## config.mk

```make
export PLATFORM = sky130hd
export DESIGN_NAME = counting_semaphore_wait_queue
export DESIGN_NICKNAME = d
export VERILOG_FILES = /design/src/hdl/csq_pkg.sv /design/src/hdl/csq_ram.sv /design/src/hdl/counting_semaphore_wait_queue.sv
export SDC_FILE = /design/constraint.sdc
export NUM_CORES = 1
export LEC_CHECK = 0
export ABC_AREA = 1
export BUFFER_PORTS_ARGS = -buffer_cell sky130_fd_sc_hd__buf_2
export CORE_MARGIN = 4
export CORE_UTILIZATION = 40
export DETAILED_ROUTE_END_ITERATION = 16
export HOLD_SLACK_MARGIN = 0.12
export MAX_ROUTING_LAYER = met4
export PLACE_DENSITY = 0.58
export SETUP_SLACK_MARGIN = 0.4
export SLEW_MARGIN = 20
export SYNTH_ARGS = -nofsm -noshare
export SYNTH_HDL_FRONTEND = slang
export SYNTH_SLANG_ARGS = --single-unit
```

## constraint.sdc

```tcl
create_clock -name clock -period 2.3 [get_ports clock]
set_clock_uncertainty 0.1 [all_clocks]
set_input_delay 0.115 -clock clock [delete_from_list [all_inputs] [get_ports clock]]
set_output_delay 0.115 -clock clock [all_outputs]
set_load 0.02 [all_outputs]
```

## src/hdl/csq_pkg.sv

```systemverilog
package csq_pkg;

   // Request commands. The unused code behaves as a read.
   typedef enum logic [1:0] {
      CMD_WAIT = 2'd0,
      CMD_POST = 2'd1,
      CMD_READ = 2'd2
   } cmd_type;

   // Response status codes.
   typedef enum logic [2:0] {
      ST_GRANTED = 3'd0,
      ST_BLOCKED = 3'd1,
      ST_POSTED  = 3'd2,
      ST_READ    = 3'd3,
      ST_FULL    = 3'd4
   } status_type;

   localparam int PERMIT_BITS = 8;
   localparam logic [PERMIT_BITS-1:0] PERMIT_MAX   = 8'd255;
   localparam logic [PERMIT_BITS-1:0] PERMIT_RESET = 8'd1;

endpackage

```

## src/hdl/csq_ram.sv

```systemverilog
module csq_ram #(
   parameter int WIDTH = 8,
   parameter int DEPTH = 16
) (
   input  logic                     clock,
   input  logic                     wr_en,
   input  logic [$clog2(DEPTH)-1:0] wr_addr,
   input  logic [WIDTH-1:0]         wr_data,
   input  logic                     rd_en,
   input  logic [$clog2(DEPTH)-1:0] rd_addr,
   output logic [WIDTH-1:0]         rd_data
);

   logic [WIDTH-1:0] mem_ff [DEPTH];
   logic [WIDTH-1:0] rd_data_ff;

   always_ff @(posedge clock) begin
      if (wr_en) begin
         mem_ff[wr_addr] <= wr_data;
      end
      if (rd_en) begin
         rd_data_ff <= mem_ff[rd_addr];
      end
   end

   assign rd_data = rd_data_ff;

endmodule

```

## src/hdl/counting_semaphore_wait_queue.sv

```systemverilog
// Counting semaphore with a FIFO of blocked thread ids (a mutex when the
// permit count is loaded with one).
// Requests arrive on start/req_cmd/req_thread_id and are accepted at a
// clock edge where start is high and busy is low. A wait takes a permit
// if one is free, otherwise it queues the thread id, or reports the queue
// as full. A post pops the oldest waiter, if any, and adds a permit that
// saturates at 255. A read returns the permit count.
// Every request gives exactly one response, presented for one cycle with
// rsp_valid high, in the cycle after the request transfer. The receiver
// cannot stall, so no response is ever held back.
// Throughput is one request per clock while busy is low: the wait queue
// lives in a RAM with a registered read, a post reads the head entry in
// its accept cycle and the popped id appears with the response on the
// next cycle. The csr_ channel loads the permit count and empties the
// queue; during each transfer busy is high and no request is accepted.
// Reset loads a permit count of one and an empty queue; the queue RAM
// itself is not cleared, since no entry is read before written.
module counting_semaphore_wait_queue #(
   parameter int QUEUE_DEPTH = 16,
   parameter int ID_BITS     = 8
) (
   input  logic               clock,
   input  logic               reset,
   // Request channel
   input  logic               start,
   output logic               busy,
   input  logic [1:0]         req_cmd,
   input  logic [ID_BITS-1:0] req_thread_id,
   // Response channel
   output logic               rsp_valid,
   output logic [2:0]         rsp_status,
   output logic               rsp_woken_valid,
   output logic [ID_BITS-1:0] rsp_woken_thread,
   output logic [7:0]         rsp_permit_value,
   // Configuration channel: initial permit count
   input  logic               csr_valid,
   output logic               csr_ready,
   input  logic [7:0]         csr_data
);

   localparam int PTR_BITS  = $clog2(QUEUE_DEPTH);
   localparam int FILL_BITS = $clog2(QUEUE_DEPTH + 1);
   localparam logic [PTR_BITS-1:0]  PTR_LAST = PTR_BITS'(QUEUE_DEPTH - 1);
   localparam logic [FILL_BITS-1:0] FILL_MAX = FILL_BITS'(QUEUE_DEPTH);

   // Architectural state: permit count and queue pointers.
   logic [7:0]           permit_ff, permit_in;
   logic [PTR_BITS-1:0]  head_ff, head_in;
   logic [PTR_BITS-1:0]  tail_ff, tail_in;
   logic [FILL_BITS-1:0] fill_ff, fill_in;

   // Response register.
   logic                 rsp_valid_ff;
   logic [2:0]           status_ff, status_in;
   logic                 woken_ff, woken_in;
   logic [7:0]           value_ff;

   logic                 accept;
   logic                 csr_write;
   logic                 ram_we;
   logic                 ram_re;
   logic [ID_BITS-1:0]   ram_rdata;

   // A configuration transfer occupies its cycle; requests wait for it.
   assign csr_ready = 1'b1;
   assign csr_write = csr_valid & csr_ready;
   assign busy      = csr_valid;
   assign accept    = start & ~busy;

   // Decode one request and work out the next state. The queue write of a
   // wait and the head read of a post go straight to the RAM; since each
   // cycle carries one request, the two ports are never used together on
   // the same entry, and a write is visible to a read on any later cycle.
   always_comb begin
      permit_in = permit_ff;
      head_in   = head_ff;
      tail_in   = tail_ff;
      fill_in   = fill_ff;
      status_in = csq_pkg::ST_READ;
      woken_in  = 1'b0;
      ram_we    = 1'b0;
      ram_re    = 1'b0;
      case (req_cmd)
         csq_pkg::CMD_WAIT: begin
            if (permit_ff != 8'd0) begin
               permit_in = permit_ff - 8'd1;
               status_in = csq_pkg::ST_GRANTED;
            end else if (fill_ff < FILL_MAX) begin
               ram_we    = accept;
               tail_in   = (tail_ff == PTR_LAST) ? '0 : tail_ff + PTR_BITS'(1);
               fill_in   = fill_ff + FILL_BITS'(1);
               status_in = csq_pkg::ST_BLOCKED;
            end else begin
               status_in = csq_pkg::ST_FULL;
            end
         end
         csq_pkg::CMD_POST: begin
            if (fill_ff != '0) begin
               ram_re   = accept;
               woken_in = 1'b1;
               head_in  = (head_ff == PTR_LAST) ? '0 : head_ff + PTR_BITS'(1);
               fill_in  = fill_ff - FILL_BITS'(1);
            end
            if (permit_ff != csq_pkg::PERMIT_MAX) begin
               permit_in = permit_ff + 8'd1;
            end
            status_in = csq_pkg::ST_POSTED;
         end
         default: begin
            // Read, and the unused code, change nothing.
            status_in = csq_pkg::ST_READ;
         end
      endcase
   end

   always_ff @(posedge clock) begin
      if (reset) begin
         permit_ff    <= csq_pkg::PERMIT_RESET;
         head_ff      <= '0;
         tail_ff      <= '0;
         fill_ff      <= '0;
         rsp_valid_ff <= 1'b0;
      end else if (csr_write) begin
         // Loading the count also drops every queued waiter.
         permit_ff    <= csr_data;
         head_ff      <= '0;
         tail_ff      <= '0;
         fill_ff      <= '0;
         rsp_valid_ff <= 1'b0;
      end else begin
         rsp_valid_ff <= accept;
         if (accept) begin
            permit_ff <= permit_in;
            head_ff   <= head_in;
            tail_ff   <= tail_in;
            fill_ff   <= fill_in;
         end
      end
   end

   // Response payload; no reset needed.
   always_ff @(posedge clock) begin
      if (accept) begin
         status_ff <= status_in;
         woken_ff  <= woken_in;
         value_ff  <= permit_in;
      end
   end

   csq_ram #(
      .WIDTH (ID_BITS),
      .DEPTH (QUEUE_DEPTH)
   ) u_queue_ram (
      .clock   (clock),
      .wr_en   (ram_we),
      .wr_addr (tail_ff),
      .wr_data (req_thread_id),
      .rd_en   (ram_re),
      .rd_addr (head_ff),
      .rd_data (ram_rdata)
   );

   assign rsp_valid        = rsp_valid_ff;
   assign rsp_status       = status_ff;
   assign rsp_woken_valid  = woken_ff;
   assign rsp_woken_thread = woken_ff ? ram_rdata : '0;
   assign rsp_permit_value = value_ff;

endmodule
```

# After elaboration in Yosys (flattened, before gate mapping)
# Memories as Yosys holds them, arrays and structs flattened. A register that Yosys moved wholly into a read port is not among the register bits.
# Index checks and enable logic that the tools add are counted.
# word_totals
n_memories	1
input_bits	22
out_inout_bits	23
mem_bits_rw	128
ff_bits	34
# classes
order_cmp	1
n_eq_ne	7
muxes	23
reduce_logical	9
add_sub_neg	6
n_bitwise	3
# mem_list
memory	depth	word_bits	read_ports	rd_clocked_by_memory_dff	wr	line_no	rtl
u_queue_ram.mem_ff	16	8	1	1	1	csq_ram.sv:14	logic [WIDTH-1:0] mem_ff [DEPTH];
# op_table
operator	n
$mux W8	5
$pmux W8 S2	1
$mux W5	3
$pmux W5 S2	1
$add A4 B1 Y4 const B	2
$add A8 B1 Y8 const B	1
$eq A4 B4 Y1 const B	2
$mux W1	8
$mux W4	2
$ne A8 B8 Y1 const B	1
$reduce_bool A8 Y1	1
$sub A8 B1 Y8 const B	1
$mux W3	2
$ne A2 B2 Y1 const B	3
$pmux W3 S2	1
$add A5 B1 Y5 const B	1
$lt A5 B5 Y1 const B	1
$reduce_and A5 Y1	1
$reduce_bool A5 Y1	1
$sub A5 B1 Y5 const B	1
$reduce_and A4 Y1	1
$reduce_bool A2 Y1	2
$reduce_and A3 Y1	1
$eq A2 B1 Y1 const B	1
4 further kinds	5

# Depth between registers and ports, before layout
# Gate-level depths: netlist of run 1.
# depth
word_depth	7
mapped_depth	11
ltp_nobuf	11

# Hierarchy
# Synthesis of run 1 repeated with hierarchy kept, for this count alone.
# hier_totals
cells_unflattened	845
area_unflattened_um2	8011.4
# modules_own_cells
mod	cells_each	area_each_um2	n_inst
csq_ram	551	5846.9	1
counting_semaphore_wait_queue	294	2164.6	1

# Worst setup path after synthesis of run 1
# Ideal clock, no wire load.
# synth_timing
kind	flip-flop to flip-flop
startpoint	register permit_ff[1]
endpoint	memory u_queue_ram.mem_ff[7][0] (enable)
t_arrival_ns	1.781
required_ns	1.817
synth_period_minus_slack_ns	2.265
stages_incl_launch_ff	9
setup_time_ns	0.383
path_buffers	0
path_slack_ns	0.035
path_cell_list	dfxtp_1 > inv_1 > ha_1 > nand2_4 > nor2_8 > inv_4 > nor2_8 > nand3_4 > nor3_1
# synth_via
elab_chain_cells	5
# synth_lines
item	line_no	rtl
start: declaration	counting_semaphore_wait_queue.sv:47	logic [7:0] permit_ff, permit_in;
start signal: assignment	counting_semaphore_wait_queue.sv:118	permit_ff <= csq_pkg::PERMIT_RESET;
start signal: assignment	counting_semaphore_wait_queue.sv:125	permit_ff <= csr_data;
start signal: assignment	counting_semaphore_wait_queue.sv:133	permit_ff <= permit_in;
$reduce_bool A8 Y1	counting_semaphore_wait_queue.sv:85	if (permit_ff != 8'd0) begin
$mux W1	counting_semaphore_wait_queue.sv:85	
$mux W1	counting_semaphore_wait_queue.sv:83	case (req_cmd)
$mux W1	csq_ram.sv:18	if (wr_en) begin
$mux W1 (not written as such)	csq_ram.sv:19	mem_ff[wr_addr] <= wr_data;
end: declaration	csq_ram.sv:14	
# Every way passes these cells.

# Final worst setup path of run 1
# layout_timing
startpoint	input port csr_data[5]
endpoint	register permit_ff[5]
# layout_via
elab_chain_cells	1
# layout_lines
item	line_no	rtl
start: declaration	counting_semaphore_wait_queue.sv:38	input logic [7:0] csr_data
$mux W8	counting_semaphore_wait_queue.sv:123	end else if (csr_write) begin
# Every way passes these cells.
# A chain may end at the register's enable or synchronous reset.

==> results.md, run 1 <==
- The share of synthesized area occupied by flip-flops and latches is 0.643.
- In this run the deepest clock path goes through 2 buffers.
- The slew of the pin with the lowest slew margin is 0.542 ns.
- TritonCTS created 17 clock buffers.
- Based on the critical path, the design can be clocked at up to 513 MHz.
- The clock network latency to the later pin of the worst-skew pair is 0.44 ns.
- The number of nets produced by synthesis is 731.
- IR analysis of the VDD net gives a maximum drop of 448 µV.
- The yosys synthesis warning count is 0.
- Buffers placed on the I/O ports in this run total 43.
- The peak fanout along the critical path is 1.
- The minimum setup slack in the final design is 0.351 ns.
- Of the available clock period, the critical path in the final layout requires 0.848.
- Measured on the finished design, the core utilization comes to 0.504.
- In this run the cell area measured after placement is 0.00818 mm².
- The start point of the worst hold path is req_cmd[1].
- In the detailed route, the total length drawn on met2 is 10300 µm.
- The height of the die is 146 µm.
- The post-DP HPWL is 12900 µm.
- The violation count after the first detailed-routing iteration is 363.
- Ranked by instance count, the synthesized netlist is headed by 148 x sky130_fd_sc_hd__edfxtp_1, 132 x sky130_fd_sc_hd__nor2_1, 98 x sky130_fd_sc_hd__nand2_1.
- The maximum level of the CTS H-tree is 4.
- For this design the ratio of total power to cell area is 747 mW/mm².
- The worst reg2reg path endpoint is u_queue_ram.mem_ff[10][1]$_DFFE_PP_.
- The kind of critical path is input port to register.
- Along the worst hold path, the cell count comes to 6.
- Each instance of the synthesized netlist takes up on average 10.9 µm².
- The number of enable-type register cells in the synthesized netlist is 148.
- After synthesis, the netlist uses 41 different library cells.
- From synthesis to final layout, the design area changed by 24.1%.
- After detailed routing, the number of remaining DRC violations is 0.
- The reg-to-reg startpoint is permit_ff[1]$_SDFFE_PP0P_.
- For this run, the total global-route usage over all layers was measured as 0.189.
- The global placer's final weighted congestion is 0.939.
- STA classifies the critical path startpoint as an input port.
- Once detail routing completed, the nets flagged for antenna violations numbered 0.
- The dominant synthesized flop cell is sky130_fd_sc_hd__edfxtp_1.
- The reported leakage power is 3.48 nW.
- CTS saw 170 sinks.
- The routed layout has 5517 vias.
- The required time of the critical path is 2.53 ns.
- The final number of max-transition violations came to 0.
- For this block, wires on met1 add up to 7740 µm.
- The pin count of the biggest net entering global routing is 50.
- The number of global-route vias before repair is 5457.
- The total area inside the core boundary comes to 0.0187 mm².
- The hold violation total from the final report is 0.
- Setup repair after global routing could not meet its margin everywhere.
- The TritonCTS clock tree is done.
- The worst hold path terminates at permit_ff[1]$_SDFFE_PP0P_.
- Synthesis handed over a netlist of 698 instances.
- The count of cells along the worst register-to-register path is 10.
- The register bit total from synthesis is 170.
- The cell area after synthesis is 0.00760 mm².
- In the final routed layout, each cell accounts on average for 18.7 µm.
- The final-layout setup total negative slack is 0 ns.
- Of the post-synthesis cell area, the dominant cell type holds 0.585.
- The floorplan die width is 146 µm.
- After floorplanning, the core was divided into 50 placement rows.
- Sorting the synthesized cells by area gives the leading types as sky130_fd_sc_hd__edfxtp_1 58%, sky130_fd_sc_hd__nor2_1 6.5%, sky130_fd_sc_hd__dfxtp_1 5.8%.
- The antenna cell count is 0.
- The starting density of the core is 0.406.
- The minimum hold slack is 0.161 ns.
- The number of max-capacitance violations reported is 0.
- The total detailed-routing wirelength is 19400 µm.
- The register clock-pin slew on the reported worst setup and hold paths is 0.07 ns.
- The first detailed-routing pass ran for 5 iterations.
- The fraction of final layout cells sized beyond drive strength 1 is 0.205.
- The fraction of synthesis flops using an asynchronous set or reset pin is 0.
- The worst slack after detailed placement is 0.183 ns.
- The cell sitting at the root of the clock tree is a sky130_fd_sc_hd__clkbuf_16.
- The summed area of non-filler cells in the final layout is 0.00943 mm².
- The die covers 0.0213 mm².
- Across all register-to-register paths, the minimum setup slack is 0.41 ns.
- 45 I/O pins were placed.
- The worst path needs 1.95 ns of the cycle, external delays included.
- The tightest slew margin relative to the limit is 0.637.
- Power comes to 7.04 mW.
- The placed cell count is 955.
- The data arrival time of the critical path is 2.18 ns.
- The run finished with clean final reports.
- The wire length of the first global-routing pass is 29900 µm.
- The remaining global-route overflow is 0.
- After detailed routing, the met3 layer carries 1030 µm of wire.
- The post-layout instance count excluding filler cells is 1035.
- The number of antenna violations at the first check in global routing was 0.
- The most common cell in the synthesized netlist is sky130_fd_sc_hd__edfxtp_1.
- In the routed layout, each cell is associated on average with a via count of 5.33.
- The top layer reached by signal wires is met4.
- The final net count is 821.
- The number of endpoints failing setup at the final stage is 0.
- The min-delay analysis places its worst path in the category input port to register.
- STA classifies the critical path endpoint as a register.
- The cell type contributing the most total cell area after synthesis is sky130_fd_sc_hd__edfxtp_1.
## critical path, cell delays in order
cell and delay [ns]:
sky130_fd_sc_hd__dlygate4sd3_1 0.55, sky130_fd_sc_hd__buf_2 0.13, sky130_fd_sc_hd__nand2_1 0.05, sky130_fd_sc_hd__dlygate4sd3_1 0.54
sky130_fd_sc_hd__o21ai_0 0.09, sky130_fd_sc_hd__dlygate4sd3_1 0.59, sky130_fd_sc_hd__nand2_1 0.07, sky130_fd_sc_hd__nand2_1 0.05
## layout make-up
type	instances	area (µm²)
fill	1652	9280
sequential	170	4910
multi-input combinational	445	2540
timing repair buffer	103	796
clock buffer	20	457
tap	234	293
clock inverter	12	220
inverter	51	218
## report_power, final
part           switching, mW  total, mW  leakage (nW)  internal (mW)
registers             0.0227       3.39          1.52           3.37
clock network           1.16       3.25         0.318           2.09
logic                  0.245      0.397          1.64          0.152
## layer usage
layer	GRT usage	vias up
met1	0.221	2682
met4	0.0598	0
li1	-	2613
met5	-	-
met2	0.325	195
met3	0.0414	27
## kinds of logic after synthesis
| group | Yosys count | synth area share |
|---|---|---|
| adders and majority gates | 11 | 0.0191 |
| xor gates and xnor gates | 10 | 0.0115 |
| other | 1 | 0.000494 |
| AOI/OAI and AO/OA | 114 | 0.0912 |
| buffers and inverters | 83 | 0.0474 |
| and+or+nand+nor | 309 | 0.187 |
| DFF | 170 | 0.643 |
## layout by cell type, fill, tap and decap left out, types with 6 or more instances in the layout
cell	n
sky130_fd_sc_hd__o32ai_1	16
sky130_fd_sc_hd__buf_4	24
sky130_fd_sc_hd__inv_1	39
sky130_fd_sc_hd__a21oi_1	10
sky130_fd_sc_hd__xor2_1	8
sky130_fd_sc_hd__nand3_1	42
sky130_fd_sc_hd__dlygate4sd3_1	32
sky130_fd_sc_hd__nor2_4	18
sky130_fd_sc_hd__edfxtp_1	148
sky130_fd_sc_hd__ha_1	9
sky130_fd_sc_hd__dfxtp_1	14
sky130_fd_sc_hd__buf_2	43
sky130_fd_sc_hd__bufinv_16	6
sky130_fd_sc_hd__clkbuf_16	17
sky130_fd_sc_hd__nand2_1	98
sky130_fd_sc_hd__nand4_1	6
sky130_fd_sc_hd__o21ai_1	8
sky130_fd_sc_hd__o211ai_1	16
sky130_fd_sc_hd__nor2_1	118
sky130_fd_sc_hd__o21ai_0	56
## how the worst max path moves through the flow
stage,from,endpoint,slack (ns),depth (start not counted)
5_1_grt,permit_ff[1]$_SDFFE_PP0P_,u_queue_ram.mem_ff[10][3]$_DFFE_PP_,0.29,10
2_1_floorplan,permit_ff[0]$_SDFFE_PP1P_,u_queue_ram.mem_ff[0][0]$_DFFE_PP_,0.41,10
3_3_place_gp,permit_ff[1]$_SDFFE_PP0P_,u_queue_ram.mem_ff[13][7]$_DFFE_PP_,0.27,10
3_5_place_dp,permit_ff[1]$_SDFFE_PP0P_,u_queue_ram.mem_ff[13][0]$_DFFE_PP_,0.18,10
6_report,csr_data[5],permit_ff[5]$_SDFFE_PP0P_,0.35,8
4_1_cts,permit_ff[1]$_SDFFE_PP0P_,u_queue_ram.mem_ff[5][1]$_DFFE_PP_,0.38,10
## state kept, by name, indices dropped and copies added, names as in the netlist
| register | cells |
|---|---|
| rsp_valid | 1 |
| rsp_woken_valid | 1 |
| head_ff | 4 |
| fill_ff | 5 |
| u_queue_ram.rd_data | 8 |
| tail_ff | 4 |
| permit_ff | 8 |
| u_queue_ram.mem_ff | 128 |
| rsp_status | 3 |
| rsp_permit_value | 8 |
## what timing repair did
action	4_1_cts	5_1_grt
cloned	0	0
setup buffers	13	3
endpoints found under the hold margin	155	0
pin swaps	10	7
endpoints found under the setup margin	130	148
resized for setup	16	15
hold buffers	33	0
No activity file was read; power rests on OpenSTA's default activity.
==> run 2: changes to the inputs <==
- ABC_AREA: 1 -> 0
- PLACE_DENSITY: 0.58 -> 0.59
- clock period: 2.3 -> 1.6 ns (I/O delays scaled with it)
==> run 2 against run 1 <==
Effect of this change:
- the flow now finishes with violations (setup timing)
- area after synthesis down 4.4%
- critical path depth down 2
- via count down 14%
- sequential cell count unchanged
- sequential share of layout area down 4.6 points
- non-clock buffer count up 79
- synthesized cell count down 35%
- largest cell class unchanged
- largest power group unchanged
==> results.md, run 2 <==
- For hold timing, the worst endpoint is permit_ff[7]$_SDFFE_PP0P_.
- The layout has 1334 filler cells.
- The number of clock buffers inserted by TritonCTS is 17.
- Measured against its own limit, the worst slew margin works out to 0.634.
- In this run the tool buffered the top-level ports with 43 buffer cells.
- The required time of the critical path is 1.60 ns.
- The kind of start point of the critical path is a register.
- Once detailed placement completed, the half-perimeter wirelength came to 11300 µm.
- The die is 143 µm tall.
- Including well taps, the total number of placed cells is 786.
- The first global-routing pass estimated 27100 µm of wire.
- The floorplan die width is 143 µm.
- The slew of the pin with the lowest slew margin is 0.547 ns.
- Walking the worst path, the cells encountered are or4_4 -> nor4_4 -> buf_6 -> nand2_2 -> buf_4 -> nor2_4.
- The count of cells along the worst hold path is 5.
- The flip-flop and latch area is 0.00490 mm².
- After global routing the overflow that remains totals 0.
- In this run the worst path has a maximum fanout of 8.
- The worst hold path begins at start.
- Summed over all cells, the static leakage comes to 3.58 nW.
- The data arrival time of the critical path is 2.27 ns.
- The most common cell in the synthesized netlist is sky130_fd_sc_hd__edfxtp_1.
- The post-route minimum period is 2.26 ns.
- The synthesized netlist occupies a cell area of 0.00726 mm².
- Across the run, the number of max-cap violations was 0.
- The yosys synthesis warning count is 0.
- The number of antenna violations at the first check in global routing was 1.
- The I/O pin count is 45.
- Counting both buffers and inverters, the worst setup path holds a total of 2.
- The class of the worst hold path is input port to register.
- The worst-path cell with the longest stage delay is sky130_fd_sc_hd__or4_4.
- The fraction of final layout cells sized beyond drive strength 1 is 0.494.
- In this run the critical register-to-register path is launched from permit_ff[5]$_SDFFE_PP0P_.
- The delay of the slowest cell on the worst path is 0.55 ns.
- The synthesized instance count is 456.
- The average wire per standard cell is 20.1 µm.
- The hold violation total from the final report was 0.
- The DRC violation count after routing is 0.
- The worst setup path is captured at a register.
- The number of buffers between clock root and the deepest sink is 2.
- The number of nets produced by synthesis is 489.
- The kind of critical path is register to register.
- The number of endpoints failing setup at the final stage is 168.
- The pin count of the biggest net entering global routing is 29.
- The cell type contributing the most total cell area after synthesis is sky130_fd_sc_hd__edfxtp_1.
- The total area inside the core boundary comes to 0.0179 mm².
- The share of synthesized area occupied by flip-flops and latches is 0.673.
- After routing the design area is 0.0103 mm².
- After synthesis, the share of flip-flops with an asynchronous set or reset is 0.
- After detailed routing, the number of vias per cell comes to 5.42.
- The number of global-route vias before repair is 4750.
- Yosys mapped a number of flops with a built-in enable equal to 148.
- The routed layout has 4722 vias.
- The standard-cell row count is 49.
- Before antenna repair, the detailed router went through 5 iterations.
- Summing all multi-input logic gate instances after layout gives 0.00262 mm².
- The highest clock frequency the design can meet is 442 MHz.
- The period utilization is 1.42.
- The share of synthesized area in the top cell type comes to 0.612.
- The routed design has 17500 µm of wire.
- In this design, the largest share of critical-path delay is due to simple AND/OR/NAND/NOR gates.
- 0 antenna diodes ended up in the layout.
- Counting flops and latches in the post-synthesis netlist gives 170.
- The worst reg2reg path endpoint is u_queue_ram.mem_ff[6][2]$_DFFE_PP_.
- The clock network latency to the later pin of the worst-skew pair is 0.43 ns.
- The checks that failed: setup timing.
- The total global routing track utilization is 0.182.
- The die footprint is 0.0204 mm².
- The TritonCTS clock tree is done.
- For this design the ratio of total power to cell area is 945 mW/mm².
- The maximum level of the CTS H-tree is 4.
- The number of clock sinks is 170.
- The detailed router finished its first iteration with 365 violations.
- The internal reg-to-reg setup slack is -0.66 ns.
- Setup repair after global routing could not meet its margin everywhere.
- The final number of max-transition violations is 0.
- The root buffer cell chosen for the clock tree is sky130_fd_sc_hd__clkbuf_16.
- Across all setup checks in the final design, the least slack found is -0.664 ns.
- Compared with the post-synthesis result, the final layout area differs by 42.3%.
- The worst-case IR drop observed on VDD is 1170 µV.
- Summing all placed instances gives a cell area of 0.00873 mm².
- Synthesis instantiated 57 different standard cells from the library.
- The register with the most flip-flops in the layout has 128 of them.
- The antenna violation net count after detailed routing is 0.
- The post-layout instance count excluding filler cells is 871.
- In the synthesized netlist the dominant register cell turns out to be sky130_fd_sc_hd__edfxtp_1.
- By area the synthesized netlist is led by sky130_fd_sc_hd__edfxtp_1 61%, sky130_fd_sc_hd__mux4_2 12%, sky130_fd_sc_hd__dfxtp_1 6.1%.
- Ranked by flip-flop count, first place goes to u_queue_ram.mem_ff.
- In this run the mean area of a mapped cell was 15.9 µm².
- Clock-pin slew was measured on the worst setup and hold paths at 0.07 ns.
- The library cell used most frequently in the layout, excluding fill and tap cells, is sky130_fd_sc_hd__edfxtp_1.
- At the end of routability-driven placement, the weighted congestion stood at 0.912.
- The flow ran to the end, but the final reports show violations.
- The library cells used most frequently in the layout, excluding fill and tap cells, are 148 x sky130_fd_sc_hd__edfxtp_1, 58 x sky130_fd_sc_hd__buf_4, 43 x sky130_fd_sc_hd__buf_6.
- At the end of the flow, the number of nets in the layout was 662.
- Sorting the synthesized cells by how often they occur yields 148 x sky130_fd_sc_hd__edfxtp_1, 40 x sky130_fd_sc_hd__mux4_2, 38 x sky130_fd_sc_hd__nor2_1.
- The count of cells along the worst register-to-register path is 6.
- The initial utilization of the core area, before any placement, comes to 0.406.
[run 2: repair_timing]
action | in CTS | in global routing
buffers inserted | 11 | 15
endpoints found under the setup margin | 185 | 187
pin swaps | 17 | 25
gates cloned | 3 | 1
hold endpoints to repair | 141 | 0
resized for setup | 78 | 43
hold buffers | 23 | 0
[run 2: kinds of logic (layout without fill, tap and decap cells)]
family,after synthesis,count (layout),share of synthesized area
compound gates,68,68,0.0617
simple gates,108,108,0.0782
mux,45,45,0.131
flops,170,170,0.673
xor+xnor,9,9,0.0109
other cells,1,1,0.000516
buf+inv,44,230,0.0252
fa+ha+maj,11,11,0.0200
[run 2: cell type report]
class	instances	area share
clock inverters	15	0.0191
multi-input cells	242	0.254
well taps	229	0.0277
flip-flops and latches	170	0.475
inverters	16	0.00629
repair buffers	182	0.177
clock buffers	17	0.0412
[run 2: worst max path at each step]
| stage | startpoint | to | slack [ns] | cells past startpoint |
|---|---|---|---|---|
| after global placement | permit_ff[5]$_SDFFE_PP0P_ | u_queue_ram.mem_ff[4][4]$_DFFE_PP_ | -0.62 | 7 |
| after CTS | permit_ff[5]$_SDFFE_PP0P_ | u_queue_ram.mem_ff[6][2]$_DFFE_PP_ | -0.68 | 6 |
| final | permit_ff[5]$_SDFFE_PP0P_ | u_queue_ram.mem_ff[6][2]$_DFFE_PP_ | -0.66 | 6 |
| after detailed placement | permit_ff[5]$_SDFFE_PP0P_ | u_queue_ram.mem_ff[6][3]$_DFFE_PP_ | -0.68 | 6 |
| after global routing | permit_ff[5]$_SDFFE_PP0P_ | tail_ff[3]$_SDFFE_PP0P_ | -0.75 | 7 |
| after floorplan | permit_ff[6]$_SDFFE_PP0P_ | u_queue_ram.mem_ff[0][0]$_DFFE_PP_ | -0.87 | 5 |
[run 2: metrics by stage]
step / power [mW] / utilization / TNS (ns) / worst slack [ns] / hold WS (ns)
floorplan: 5.23 / - / -107.59 / -0.874 / 0.0789
global placement: 5.47 / 0.487 / -88.96 / -0.618 / 0.209
detailed placement: 5.48 / 0.487 / -97.03 / -0.675 / 0.221
CTS: 9.79 / 0.561 / -90.75 / -0.677 / 0.121
global route: 10.1 / 0.577 / -103.71 / -0.745 / 0.154
finish: 9.77 / 0.577 / -90.39 / -0.664 / 0.140
[run 2: power breakdown]
part	switching, mW	internal (mW)
Sequential	0.0174	4.84
Combinational	0.374	0.331
Clock	1.94	2.27
[run 2: worst register-to-register path, delay by kind of cell (launching register included)]
kind,cells,cell delay (ns)
flip-flops,1,0.32
buffers and inverters,2,0.34
AND/OR/NAND/NOR,4,1.18
[run 2: metal layers]
| layer | vias up | track usage | routed length, µm |
|---|---|---|---|
| li1 | 2141 | - | - |
| met2 | 136 | 0.268 | 8480 |
| met1 | 2426 | 0.256 | 7890 |
| met4 | 0 | 0.0500 | 184 |
| met5 | - | - | 0 |
| met3 | 19 | 0.0449 | 945 |
